## config.mk

```make
export PLATFORM = sky130hd
export DESIGN_NAME = source_tokenizer
export DESIGN_NICKNAME = d
export VERILOG_FILES = /design/src/hw/rtl/st_pkg.sv /design/src/hw/rtl/source_tokenizer.sv /design/src/hw/rtl/st_front.sv /design/src/hw/rtl/st_queue.sv /design/src/hw/rtl/st_back.sv
export SDC_FILE = /design/constraint.sdc
export NUM_CORES = 1
export LEC_CHECK = 0
export BUFFER_PORTS_ARGS = -buffer_cell sky130_fd_sc_hd__buf_2
export CAP_MARGIN = 20
export CORE_MARGIN = 5
export CORE_UTILIZATION = 60
export CTS_CLUSTER_SIZE = 12
export DETAILED_ROUTE_END_ITERATION = 10
export PLACE_DENSITY = 0.73
export SLEW_MARGIN = 20
export SYNTH_ARGS = -nofsm -noshare
export SYNTH_HDL_FRONTEND = slang
export SYNTH_SLANG_ARGS = --single-unit
```

## constraint.sdc

```tcl
create_clock -name i_clk -period 6.8 [get_ports i_clk]
set_input_delay 0 -clock i_clk [delete_from_list [all_inputs] [get_ports i_clk]]
set_output_delay 0 -clock i_clk [all_outputs]
set_load 0.02 [all_outputs]
```

## src/hw/rtl/st_pkg.sv

```systemverilog
package st_pkg;

    localparam int OFFSET_BITS_DEF = 16;
    localparam int QUEUE_DEPTH_DEF = 4;
    localparam int MAX_RESULTS     = 3;

    localparam logic [7:0] CH_TAB   = 8'h09;
    localparam logic [7:0] CH_NL    = 8'h0A;
    localparam logic [7:0] CH_CR    = 8'h0D;
    localparam logic [7:0] CH_SP    = 8'h20;
    localparam logic [7:0] CH_BANG  = 8'h21;
    localparam logic [7:0] CH_QUOTE = 8'h22;
    localparam logic [7:0] CH_HASH  = 8'h23;
    localparam logic [7:0] CH_LP    = 8'h28;
    localparam logic [7:0] CH_RP    = 8'h29;
    localparam logic [7:0] CH_STAR  = 8'h2A;
    localparam logic [7:0] CH_PLUS  = 8'h2B;
    localparam logic [7:0] CH_MINUS = 8'h2D;
    localparam logic [7:0] CH_DOT   = 8'h2E;
    localparam logic [7:0] CH_SLASH = 8'h2F;
    localparam logic [7:0] CH_0     = 8'h30;
    localparam logic [7:0] CH_9     = 8'h39;
    localparam logic [7:0] CH_LT    = 8'h3C;
    localparam logic [7:0] CH_EQ    = 8'h3D;
    localparam logic [7:0] CH_GT    = 8'h3E;
    localparam logic [7:0] CH_UA    = 8'h41;
    localparam logic [7:0] CH_UZ    = 8'h5A;
    localparam logic [7:0] CH_UNDER = 8'h5F;
    localparam logic [7:0] CH_LA    = 8'h61;
    localparam logic [7:0] CH_LZ    = 8'h7A;

    typedef enum logic [4:0] {
        K_NEWLINE = 5'd0,
        K_END     = 5'd1,
        K_PLUS    = 5'd2,
        K_MINUS   = 5'd3,
        K_SLASH   = 5'd4,
        K_STAR    = 5'd5,
        K_LPAREN  = 5'd6,
        K_RPAREN  = 5'd7,
        K_EQ      = 5'd8,
        K_EQEQ    = 5'd9,
        K_NOTEQ   = 5'd10,
        K_GT      = 5'd11,
        K_GTEQ    = 5'd12,
        K_LT      = 5'd13,
        K_LTEQ    = 5'd14,
        K_STRING  = 5'd15,
        K_NUMBER  = 5'd16,
        K_IDENT   = 5'd17,
        K_ERROR   = 5'd18
    } t_kind;

    typedef enum logic [2:0] {
        E_NONE     = 3'd0,
        E_BANG     = 3'd1,
        E_UNCLOSED = 3'd2,
        E_FRACTION = 3'd3,
        E_UNKNOWN  = 3'd4
    } t_err;

    typedef enum logic [3:0] {
        M_IDLE    = 4'd0,
        M_COMMENT = 4'd1,
        M_OP      = 4'd2,
        M_STRING  = 4'd3,
        M_INT     = 4'd4,
        M_DOT     = 4'd5,
        M_FRAC    = 4'd6,
        M_IDENT   = 4'd7
    } t_mode;

    typedef enum logic [1:0] {
        P_EQ   = 2'd0,
        P_BANG = 2'd1,
        P_GT   = 2'd2,
        P_LT   = 2'd3
    } t_pend;

    typedef struct packed {
        logic       command;
        logic [7:0] char_code;
    } t_in;

    typedef struct packed {
        t_kind       token_kind;
        logic [15:0] start_offset;
        logic [15:0] text_length;
        t_err        error_code;
        logic        last_of_run;
    } t_out;

    typedef struct packed {
        logic [1:0] cnt;
        t_out [MAX_RESULTS-1:0] res;
    } t_bundle;

    typedef struct packed {
        logic  emit;
        t_kind kind;
        t_err  err;
        logic  halt;
        t_mode mode;
        logic  set_start;
        logic  skip_quote;
    } t_idle;

    function automatic logic is_digit(input logic [7:0] c);
        return (c >= CH_0) && (c <= CH_9);
    endfunction

    function automatic logic is_letter(input logic [7:0] c);
        return ((c >= CH_UA) && (c <= CH_UZ)) || ((c >= CH_LA) && (c <= CH_LZ));
    endfunction

    function automatic t_kind op_single(input t_pend p);
        t_kind k;
        unique case (p)
            P_EQ:    k = K_EQ;
            P_BANG:  k = K_NEWLINE;
            P_GT:    k = K_GT;
            default: k = K_LT;
        endcase
        return k;
    endfunction

    function automatic t_kind op_double(input t_pend p);
        t_kind k;
        unique case (p)
            P_EQ:    k = K_EQEQ;
            P_BANG:  k = K_NOTEQ;
            P_GT:    k = K_GTEQ;
            default: k = K_LTEQ;
        endcase
        return k;
    endfunction

    function automatic t_pend pend_of(input logic [7:0] c);
        t_pend p;
        if (c == CH_EQ) begin
            p = P_EQ;
        end else if (c == CH_BANG) begin
            p = P_BANG;
        end else if (c == CH_GT) begin
            p = P_GT;
        end else begin
            p = P_LT;
        end
        return p;
    endfunction

    // scan of one byte between tokens
    function automatic t_idle idle_scan(input logic [7:0] c);
        t_idle r;
        r = '{emit: 1'b0, kind: K_NEWLINE, err: E_NONE, halt: 1'b0, mode: M_IDLE,
              set_start: 1'b0, skip_quote: 1'b0};
        unique case (c)
            CH_SP, CH_TAB, CH_CR: r.emit = 1'b0;
            CH_HASH:  r.mode = M_COMMENT;
            CH_NL:    begin r.emit = 1'b1; r.kind = K_NEWLINE; end
            CH_PLUS:  begin r.emit = 1'b1; r.kind = K_PLUS; end
            CH_MINUS: begin r.emit = 1'b1; r.kind = K_MINUS; end
            CH_SLASH: begin r.emit = 1'b1; r.kind = K_SLASH; end
            CH_STAR:  begin r.emit = 1'b1; r.kind = K_STAR; end
            CH_LP:    begin r.emit = 1'b1; r.kind = K_LPAREN; end
            CH_RP:    begin r.emit = 1'b1; r.kind = K_RPAREN; end
            CH_EQ, CH_BANG, CH_GT, CH_LT: begin
                r.mode = M_OP;
                r.set_start = 1'b1;
            end
            CH_QUOTE: begin
                r.mode = M_STRING;
                r.set_start = 1'b1;
                r.skip_quote = 1'b1;
            end
            default: begin
                if (is_digit(c)) begin
                    r.mode = M_INT;
                    r.set_start = 1'b1;
                end else if (is_letter(c)) begin
                    r.mode = M_IDENT;
                    r.set_start = 1'b1;
                end else begin
                    r.emit = 1'b1;
                    r.kind = K_ERROR;
                    r.err  = E_UNKNOWN;
                    r.halt = 1'b1;
                end
            end
        endcase
        return r;
    endfunction

endpackage

```

## src/hw/rtl/source_tokenizer.sv

```systemverilog
// Streaming tokenizer for line-oriented source text.
// Input channel: one transfer per source byte (command 0) or an end-of-source
// command (command 1). Output channel: one transfer per token with kind, start
// offset, length, error code and a flag on the last token a transfer caused.
// Throughput: one input transfer per cycle while the output keeps up; the
// output side moves one token per cycle, so a byte that yields two or three
// tokens keeps the output busy with each of them in turn.
// A byte's tokens are written into the queue as a bundle when the byte is
// transferred in, and appear on the output once earlier bundles have drained.
// The scanner front end updates its state each byte and pushes the tokens of
// that byte as one bundle into a four-entry queue; the back end drains bundles
// token by token. When the receiver stalls the queue fills and input ready drops.
// After an error token the block ignores further input until reset.
// An end-of-source transfer that does not end in an error returns the scanner to its reset state.
// Reset (synchronous, active low) empties the queue and clears the scan state.
module source_tokenizer #(
    parameter int OFFSET_BITS = st_pkg::OFFSET_BITS_DEF,
    parameter int QUEUE_DEPTH = st_pkg::QUEUE_DEPTH_DEF
) (
    input  logic         i_clk,
    input  logic         i_rst_n,
    input  logic         i_in_valid,
    output logic         o_in_ready,
    input  st_pkg::t_in  i_in_data,
    output logic         o_out_valid,
    input  logic         i_out_ready,
    output st_pkg::t_out o_out_data
);

    logic            push, pop, full, empty;
    st_pkg::t_bundle push_data, head;

    assign o_in_ready = !full;

    st_front #(.OFFSET_BITS(OFFSET_BITS)) u_front (
        .i_clk    (i_clk),
        .i_rst_n  (i_rst_n),
        .i_accept (i_in_valid && o_in_ready),
        .i_data   (i_in_data),
        .o_push   (push),
        .o_bundle (push_data)
    );

    st_queue #(.DEPTH(QUEUE_DEPTH)) u_queue (
        .i_clk   (i_clk),
        .i_rst_n (i_rst_n),
        .i_push  (push),
        .i_data  (push_data),
        .i_pop   (pop),
        .o_full  (full),
        .o_empty (empty),
        .o_head  (head)
    );

    st_back u_back (
        .i_clk   (i_clk),
        .i_rst_n (i_rst_n),
        .i_empty (empty),
        .i_head  (head),
        .o_pop   (pop),
        .o_valid (o_out_valid),
        .i_ready (i_out_ready),
        .o_data  (o_out_data)
    );

endmodule

```

## src/hw/rtl/st_front.sv

```systemverilog
module st_front #(
    parameter int OFFSET_BITS = st_pkg::OFFSET_BITS_DEF
) (
    input  logic            i_clk,
    input  logic            i_rst_n,
    input  logic            i_accept,
    input  st_pkg::t_in     i_data,
    output logic            o_push,
    output st_pkg::t_bundle o_bundle
);

    localparam int OW = OFFSET_BITS;

    function automatic logic [15:0] fit16(input logic [OW-1:0] v);
        logic [31:0] w;
        w = 32'(v);
        return w[15:0];
    endfunction

    st_pkg::t_mode   r_mode, n_mode;
    logic [OW-1:0]   r_tstart, n_tstart;
    logic [OW-1:0]   r_off, n_off;
    st_pkg::t_pend   r_pend, n_pend;
    logic            r_halt, n_halt;

    logic [7:0]      c;
    logic            live;
    st_pkg::t_idle   idl;

    assign c    = i_data.command ? st_pkg::CH_NL : i_data.char_code;
    assign live = i_accept && !r_halt;
    assign idl  = st_pkg::idle_scan(c);

    // next state
    always_comb begin
        logic use_idle;
        use_idle = 1'b0;
        n_mode   = r_mode;
        n_tstart = r_tstart;
        n_off    = r_off;
        n_pend   = r_pend;
        n_halt   = r_halt;
        if (live) begin
            unique case (r_mode)
                st_pkg::M_COMMENT: begin
                    if (c == st_pkg::CH_NL) n_mode = st_pkg::M_IDLE;
                end
                st_pkg::M_OP: begin
                    n_mode = st_pkg::M_IDLE;
                    if (c != st_pkg::CH_EQ) begin
                        if (r_pend == st_pkg::P_BANG) n_halt = 1'b1;
                        else use_idle = 1'b1;
                    end
                end
                st_pkg::M_STRING: begin
                    if (c == st_pkg::CH_QUOTE) begin
                        n_mode = st_pkg::M_IDLE;
                    end else if (c == st_pkg::CH_NL) begin
                        n_mode = st_pkg::M_IDLE;
                        n_halt = 1'b1;
                    end
                end
                st_pkg::M_INT: begin
                    if (c == st_pkg::CH_DOT) n_mode = st_pkg::M_DOT;
                    else if (!st_pkg::is_digit(c)) use_idle = 1'b1;
                end
                st_pkg::M_DOT: begin
                    if (st_pkg::is_digit(c)) begin
                        n_mode = st_pkg::M_FRAC;
                    end else begin
                        n_mode = st_pkg::M_IDLE;
                        n_halt = 1'b1;
                    end
                end
                st_pkg::M_FRAC: begin
                    if (!st_pkg::is_digit(c)) use_idle = 1'b1;
                end
                st_pkg::M_IDENT: begin
                    if (!(st_pkg::is_letter(c) || st_pkg::is_digit(c) ||
                          c == st_pkg::CH_UNDER)) use_idle = 1'b1;
                end
                default: use_idle = 1'b1;
            endcase
            if (use_idle) begin
                n_mode = idl.mode;
                if (idl.set_start) n_tstart = r_off + OW'(idl.skip_quote);
                if (idl.mode == st_pkg::M_OP) n_pend = st_pkg::pend_of(c);
                if (idl.halt) n_halt = 1'b1;
            end
            if (i_data.command) begin
                if (!n_halt) begin
                    n_mode   = st_pkg::M_IDLE;
                    n_tstart = '0;
                    n_pend   = st_pkg::P_EQ;
                    n_off    = '0;
                end
            end else begin
                n_off = r_off + OW'(1);
            end
        end
    end

    // results
    always_comb begin
        st_pkg::t_out a, b, e;
        logic         a_v, b_v, e_v, use_idle;
        logic [1:0]   cnt;
        a = '{token_kind: st_pkg::K_NEWLINE, start_offset: fit16(r_off), text_length: 16'd1,
              error_code: st_pkg::E_NONE, last_of_run: 1'b0};
        a_v      = 1'b0;
        use_idle = 1'b0;
        unique case (r_mode)
            st_pkg::M_COMMENT: a_v = (c == st_pkg::CH_NL);
            st_pkg::M_OP: begin
                a_v = 1'b1;
                if (c == st_pkg::CH_EQ) begin
                    a.token_kind   = st_pkg::op_double(r_pend);
                    a.start_offset = fit16(r_tstart);
                    a.text_length  = 16'd2;
                end else if (r_pend == st_pkg::P_BANG) begin
                    a.token_kind  = st_pkg::K_ERROR;
                    a.text_length = 16'd0;
                    a.error_code  = st_pkg::E_BANG;
                end else begin
                    a.token_kind   = st_pkg::op_single(r_pend);
                    a.start_offset = fit16(r_tstart);
                    use_idle       = 1'b1;
                end
            end
            st_pkg::M_STRING: begin
                if (c == st_pkg::CH_QUOTE) begin
                    a_v            = 1'b1;
                    a.token_kind   = st_pkg::K_STRING;
                    a.start_offset = fit16(r_tstart);
                    a.text_length  = fit16(r_off - r_tstart);
                end else if (c == st_pkg::CH_NL) begin
                    a_v           = 1'b1;
                    a.token_kind  = st_pkg::K_ERROR;
                    a.text_length = 16'd0;
                    a.error_code  = st_pkg::E_UNCLOSED;
                end
            end
            st_pkg::M_INT, st_pkg::M_FRAC: begin
                if (!st_pkg::is_digit(c) &&
                    !(r_mode == st_pkg::M_INT && c == st_pkg::CH_DOT)) begin
                    a_v            = 1'b1;
                    a.token_kind   = st_pkg::K_NUMBER;
                    a.start_offset = fit16(r_tstart);
                    a.text_length  = fit16(r_off - r_tstart);
                    use_idle       = 1'b1;
                end
            end
            st_pkg::M_DOT: begin
                if (!st_pkg::is_digit(c)) begin
                    a_v           = 1'b1;
                    a.token_kind  = st_pkg::K_ERROR;
                    a.text_length = 16'd0;
                    a.error_code  = st_pkg::E_FRACTION;
                end
            end
            st_pkg::M_IDENT: begin
                if (!(st_pkg::is_letter(c) || st_pkg::is_digit(c) ||
                      c == st_pkg::CH_UNDER)) begin
                    a_v            = 1'b1;
                    a.token_kind   = st_pkg::K_IDENT;
                    a.start_offset = fit16(r_tstart);
                    a.text_length  = fit16(r_off - r_tstart);
                    use_idle       = 1'b1;
                end
            end
            default: use_idle = 1'b1;
        endcase

        b_v = use_idle && idl.emit;
        b   = '{token_kind: idl.kind, start_offset: fit16(r_off),
                text_length: idl.halt ? 16'd0 : 16'd1, error_code: idl.err,
                last_of_run: 1'b0};

        e_v = i_data.command &&
              !(a_v && a.token_kind == st_pkg::K_ERROR) &&
              !(b_v && b.token_kind == st_pkg::K_ERROR);
        e   = '{token_kind: st_pkg::K_END, start_offset: fit16(r_off + OW'(1)),
                text_length: 16'd0, error_code: st_pkg::E_NONE, last_of_run: 1'b0};

        o_bundle = '0;
        cnt      = 2'd0;
        if (a_v) begin
            o_bundle.res[cnt] = a;
            cnt = cnt + 2'd1;
        end
        if (b_v) begin
            o_bundle.res[cnt] = b;
            cnt = cnt + 2'd1;
        end
        if (e_v) begin
            o_bundle.res[cnt] = e;
            cnt = cnt + 2'd1;
        end
        if (cnt != 2'd0) o_bundle.res[cnt - 2'd1].last_of_run = 1'b1;
        o_bundle.cnt = cnt;
        o_push       = live && (cnt != 2'd0);
    end

    always_ff @(posedge i_clk) begin
        if (!i_rst_n) begin
            r_mode   <= st_pkg::M_IDLE;
            r_tstart <= '0;
            r_off    <= '0;
            r_pend   <= st_pkg::P_EQ;
            r_halt   <= 1'b0;
        end else begin
            r_mode   <= n_mode;
            r_tstart <= n_tstart;
            r_off    <= n_off;
            r_pend   <= n_pend;
            r_halt   <= n_halt;
        end
    end

endmodule

```

## src/hw/rtl/st_queue.sv

```systemverilog
module st_queue #(
    parameter int DEPTH = st_pkg::QUEUE_DEPTH_DEF
) (
    input  logic            i_clk,
    input  logic            i_rst_n,
    input  logic            i_push,
    input  st_pkg::t_bundle i_data,
    input  logic            i_pop,
    output logic            o_full,
    output logic            o_empty,
    output st_pkg::t_bundle o_head
);

    localparam int PW = (DEPTH > 1) ? $clog2(DEPTH) : 1;
    localparam int CW = $clog2(DEPTH + 1);

    st_pkg::t_bundle r_mem [DEPTH];
    logic [PW-1:0]   r_wr, r_rd;
    logic [CW-1:0]   r_cnt;

    function automatic logic [PW-1:0] bump(input logic [PW-1:0] p);
        return (32'(p) == DEPTH - 1) ? '0 : p + PW'(1);
    endfunction

    assign o_full  = (r_cnt == CW'(DEPTH));
    assign o_empty = (r_cnt == '0);
    assign o_head  = r_mem[r_rd];

    always_ff @(posedge i_clk) begin
        if (i_push) r_mem[r_wr] <= i_data;
    end

    always_ff @(posedge i_clk) begin
        if (!i_rst_n) begin
            r_wr  <= '0;
            r_rd  <= '0;
            r_cnt <= '0;
        end else begin
            if (i_push) r_wr <= bump(r_wr);
            if (i_pop) r_rd <= bump(r_rd);
            if (i_push && !i_pop) r_cnt <= r_cnt + CW'(1);
            else if (i_pop && !i_push) r_cnt <= r_cnt - CW'(1);
        end
    end

endmodule

```

## src/hw/rtl/st_back.sv

```systemverilog
module st_back (
    input  logic            i_clk,
    input  logic            i_rst_n,
    input  logic            i_empty,
    input  st_pkg::t_bundle i_head,
    output logic            o_pop,
    output logic            o_valid,
    input  logic            i_ready,
    output st_pkg::t_out    o_data
);

    logic [1:0] r_idx, n_idx;
    logic       xfer;

    assign o_valid = !i_empty;
    assign o_data  = i_head.res[r_idx];
    assign xfer    = o_valid && i_ready;
    assign o_pop   = xfer && (r_idx == i_head.cnt - 2'd1);

    always_comb begin
        n_idx = r_idx;
        if (o_pop) n_idx = 2'd0;
        else if (xfer) n_idx = r_idx + 2'd1;
    end

    always_ff @(posedge i_clk) begin
        if (!i_rst_n) r_idx <= 2'd0;
        else r_idx <= n_idx;
    end

endmodule

```

After elaboration in Yosys (flattened, before gate mapping) --
Memory sizes are Yosys's and may differ from the RTL's. A register that Yosys moved wholly into a read port is not among the register bits. Index checks and enable logic that the tools add are counted.
Word-level totals: flip-flop bits (word level) 48, bits in writable memories 500, input port bits 13, word-level logic and storage cells 222, memories kept 1
Memory list:
- u_queue.r_mem | depth 4, width 125, read ports 1, clocked after Yosys merged registers in 1, wr ports 1, line st_queue.sv:17 | st_pkg::t_bundle r_mem [DEPTH];
Cells by class: add/sub/neg operators 12, order comparisons 13, eq/ne operators 36, multiplexer cells 102, bitwise logic cells 1, reductions and logical operators 48
Operators with widths (count):
- 123-bit bitwise mux | 3
- 123-bit two-way mux | 3
- 41-bit demux with 2-bit select | 3
- 41-bit two-way mux | 4
- 16-bit two-way mux | 9
- 8-bit by 6-bit == test with 1-bit output (second input constant) | 14
- 37-bit two-way mux | 3
- 41-bit binary-select mux with 2-bit select | 1
- 16-bit case mux with 5 select lines | 1
- 16-bit case mux with 4 select lines | 1
- 4-bit two-way mux | 11
- 5-bit case mux with 7 select lines | 1
- 1-bit two-way mux | 25
- 5-bit two-way mux | 5
- 5-bit case mux with 5 select lines | 1
- 8-bit by 4-bit == test with 1-bit output (second input constant) | 3
- 2-bit two-way mux | 12
- 1-bit logical AND | 20
- 10-bit two-way mux | 2
- 4-bit case mux with 5 select lines | 1
- 10-bit OR reduction | 2
- 3-bit case mux with 3 select lines | 2
- 16-bit by 1-bit adder with 16-bit output | 1
- 16-bit by 1-bit adder with 16-bit output (second input constant) | 1
- other kinds (49) | 83

Depth between registers and ports, before layout --
word-level depth 21, gate-level depth with buffers 20, mapped depth without buffers 17

Modules after synthesis --
From an unflattened synthesis, not the netlist that was laid out.
Second synthesis, totals: cells, all modules 1560, area total of the unflattened synthesis 24427.2 sq um
Modules (own cells, without submodules):
- st_queue | times used 1, cells an instance 697, area each 18462.7 sq um, seq. area each 15194.6 sq um
- st_front | times used 1, cells an instance 707, area each 4959.8 sq um, seq. area each 780.7 sq um
- st_back | times used 1, cells an instance 154, area each 994.7 sq um, seq. area each 40.0 sq um
- source_tokenizer | times used 1, cells an instance 2, area each 10.0 sq um, seq. area each 0.0 sq um

Least setup slack after synthesis --
Ideal clock, no wire load.
path type reg2reg, start reg u_front.r_mode[1], end mem u_queue.r_mem[0][0] (netlist name), enable pin, arrival time 4.623 ns, setup slack 1.725 ns, stages on the path, launching flop included 11, period minus slack after synthesis 5.075 ns, path through dfxtp_1 or4bb_1 o41ai_4 o21a_1 o21ai_1 or2_1 buf_2 ha_1 a211oi_1 a211oi_2 and2_1
Between the ends: word-level cells in the longest chain between the ends 16
Ends and longest elaborated chain:
- from (decl) | line st_front.sv:20 | st_pkg::t_mode r_mode, n_mode;
- from (signal assigned) | line st_front.sv:206 | r_mode <= st_pkg::M_IDLE;
- from (signal assigned) | line st_front.sv:212 | r_mode <= n_mode;
- branches (longest 11 deep; another with 1-bit by 1-bit adder with 2-bit output)
- 2-bit two-way mux (*) | line st_front.sv:195 | if (e_v) begin
- 2-bit nonzero test (*) | line st_front.sv:201 | o_push = live && (cnt != 2'd0);
- 1-bit logical AND (*) | line st_front.sv:201
- via push | line source_tokenizer.sv:30 | logic push, pop, full, empty;
- 1-bit two-way mux (*) | line st_queue.sv:30 | if (i_push) r_mem[r_wr] <= i_data;
- 1-bit two-way mux (not written as such) (*) | line st_queue.sv:30
- to (decl) | line st_queue.sv:17
Mark *: on every way through the listed nets, which the timed path passes.

Final worst setup path --
start reg u_front.r_mode[0], end reg u_queue.r_cnt[2]
Between the ends: word-level cells in the longest chain between the ends 17
Ends and longest elaborated chain:
- branches (longest 11 deep; another with 1-bit by 1-bit adder with 2-bit output)
- 2-bit two-way mux (*) | line st_front.sv:195
- 2-bit nonzero test (*) | line st_front.sv:201
- 1-bit logical AND (*) | line st_front.sv:201
- via push | line source_tokenizer.sv:30
- 1-bit zero test | line st_queue.sv:42 | else if (i_pop && !i_push) r_cnt <= r_cnt - CW'(1);
- 1-bit logical AND | line st_queue.sv:42
- 2-bit nonzero test (no line)
- to (signal assigned) | line st_queue.sv:41 | if (i_push && !i_pop) r_cnt <= r_cnt + CW'(1);
- to (signal assigned) | line st_queue.sv:42
- to (decl) | line st_queue.sv:19 | logic [CW-1:0] r_cnt;
Marked as above. A chain may end at the register's enable or synchronous reset.

==> metrics <==
outcome finished clean; synthesized area per cell roughly 14 µm²; register bit total from synthesis 386; htree depth 2; Area Overhead vs Synth 10.3%; Synth cell types 73; CP Capture Type flop; Post-synth EDFFs 336; R2R Path Start u_front.r_mode[0]; drt total wl between 30000 and 40000 µm; DIE WIDTH 183 µm; via count around 11000; MaxCap Viol Count 0; first-pass GRT wire length between 60000 and 70000 µm; grt ovf 0; # setup viols final 0; slew margin rel. 0.274; Ys Warns 0; Hold Crit Start i_in_valid; Max FO, Critical Path 12; DP HPWL 24300 µm; power per cell area 308 mW/mm²; actual slew at the worst max-slew pin 1.09 ns; Worst Setup Start Kind flop; dpl cells 1661; Worst Path Arrival 5.56 ns; crit path launch u_front.r_mode[0]; hold path depth 5; ys flop type edfxtp_1; Clock Skews a little under 0.02 ns; crit path kind reg2reg; Synth top area share 0.564; worst path required time 7.26 ns; core footprint 0.0296 mm²; ANT nets after route 0; largest net degree at the start of global routing 53; Worst VDD drop 262 µV; worst reg2reg path depth 17; CTS max path bufs 3; min-delay worst type in2reg; leading area contributor after synthesis edfxtp_1; vias in the first global route 10932; die area between 0.03 and 0.04 mm²; GP Congestion 0.859; Finished Layout Cells 1733; FFs w/ async S/R, synth 0; top cells by count, synth edfxtp_1 (336), nor2_1 (100), mux4_2 (84); Ports 56; syn_nets 1328; clk slew on worst S/H paths 0.07 ns; Tcrit/Tclk final 0.751; initial core utilization 0.605; antenna violations before repair 0; Remaining DRCs 0; Root Driver clkbuf_16; fmax 0.196 GHz; Final Hold Vio Count 0; Pre-antenna DRT Iters 5; most area-consuming cells after synthesis edfxtp_1 (56%), mux4_2 (11%), dfxtp_1 (5.6%); Post-Syn Instances 1280; Post-Syn Area 0.0179 mm²; CTS tree built; layout cell share with drive strength beyond 1 0.177; Final TNS setup 0 ns; Setup Buffers After CTS 0; register area share after synthesis 0.620; Overall Global Routing Usage 0.234; drt via density 6.23; Final Slew Violations 0; Die H around 180 µm; Port Buffers 55; FP Rows between 60 and 70; Sink Count 386; wire per inst 22.4 µm; Detailed Route Iter0 Violations 988; RSZ-0062 raised after global routing no; # diodes 0; Layout Nets 1363; clk_lat worst skew around 0.53 ns; leakage power approximately 0.0064 µW; CTS buffer count 40; shortest period the worst path allows 5.10 ns; most common cell in the netlist edfxtp_1
==> worst paths after layout <==
check                                            end  slack [ns]
worst min-delay path                  u_front.r_halt        0.04
worst max register to register      u_queue.r_cnt[2]        1.70
worst min register to register  u_front.r_tstart[14]        0.49
worst max-delay path                u_queue.r_cnt[2]        1.70
==> layout make-up <==
cell class	count	area [µm²]
flip-flops and latches	386	11100
fillers	2122	9840
multi-input cells	759	6270
clock buffers	62	1120
well taps	390	488
repair buffers	70	443
inverters	58	220
clock inverters	8	75.1
==> state kept, by name (all words and copies together) (netlist names), named ones only <==
| register | count |
|---|---|
| u_front.r_off | 16 |
| u_front.r_tstart | 16 |
| u_queue.r_wr | 2 |
| u_queue.r_rd | 2 |
| u_queue.r_mem | 336 |
| u_front.r_mode | 4 |
| u_back.r_idx | 2 |
| u_queue.r_cnt | 3 |
| u_front.r_halt | 1 |
| u_front.r_pend | 2 |
==> cell usage in the layout, fill, tap and decap left out, types with 12 or more instances in the layout <==
cell type and count:
nor3_1 17, a21oi_1 59, o22ai_1 25, nand3_1 27
mux4_2 84, or3_1 14, xor2_1 12, buf_2 55
clkbuf_16 40, edfxtp_1 336, xnor2_1 25, nand2_1 76
mux2i_1 25, a21o_1 13, dfxtp_1 47, nor2_1 100
nor2b_1 39, o21ai_0 41, ha_1 33, inv_1 56
clkbuf_1 18, o2bb2ai_1 17
==> timing repair <==
item | in CTS | in global routing
resized for setup | 0 | 0
hold buffers | 2 | 0
endpoints found under the hold margin | 3 | 0
setup endpoints to repair | 0 | 0
==> cells by family after synthesis <==
| kind of cell | after synthesis | share of synthesized area |
|---|---|---|
| compound gates | 228 | 0.0867 |
| xor+xnor | 37 | 0.0181 |
| fa+ha+maj | 35 | 0.0253 |
| buf+inv | 135 | 0.0297 |
| flops | 386 | 0.620 |
| mux | 110 | 0.120 |
| simple gates | 349 | 0.0994 |
==> stage by stage <==
step                worst slack, ns  power, µW  instance area [µm²]  hold slack, ns   util
floorplan                      1.73       3770                17900           0.307      -
global placement               1.87       4120                18500           0.428  0.626
detailed placement             1.80       4140                18500           0.442  0.626
CTS                            1.76       6130                19700          0.0108  0.667
global route                   1.34       6340                19700          0.0729  0.667
finish                         1.70       6080                19700          0.0392  0.667
==> critical path: stages (launching register included) <==
cell       delay, ns
dfxtp_1         0.60
nor4bb_1        0.45
o2111ai_1       0.39
o21a_1          0.23
o21ai_1         0.16
or2_1           0.41
inv_4           0.11
ha_1            0.21
nand2_1         0.06
inv_1           0.06
and2_1          0.33
a211oi_2        0.67
ha_1            0.29
inv_1           0.06
fa_1            0.37
xor2_1          0.17
or3_1           0.30
a21boi_0        0.16
==> report_power, final <==
part           total (µW)  internal, µW  leakage (µW)  switching [µW]
clock                2000          1140      0.000578             858
sequential           2890          2800       0.00353            88.2
combinational        1180           469       0.00234             714
total                6080          4420       0.00645            1660
==> per-layer routing <==
metal | vias up | routed length, µm | track usage
met5 | - | 0 | 0
met1 | 5418 | 15900 | 0.323
met3 | 60 | 2180 | 0.0319
met4 | 0 | 906 | 0.0627
li1 | 4953 | - | -
met2 | 367 | 19700 | 0.399
No activity file was read; power rests on OpenSTA's default activity.
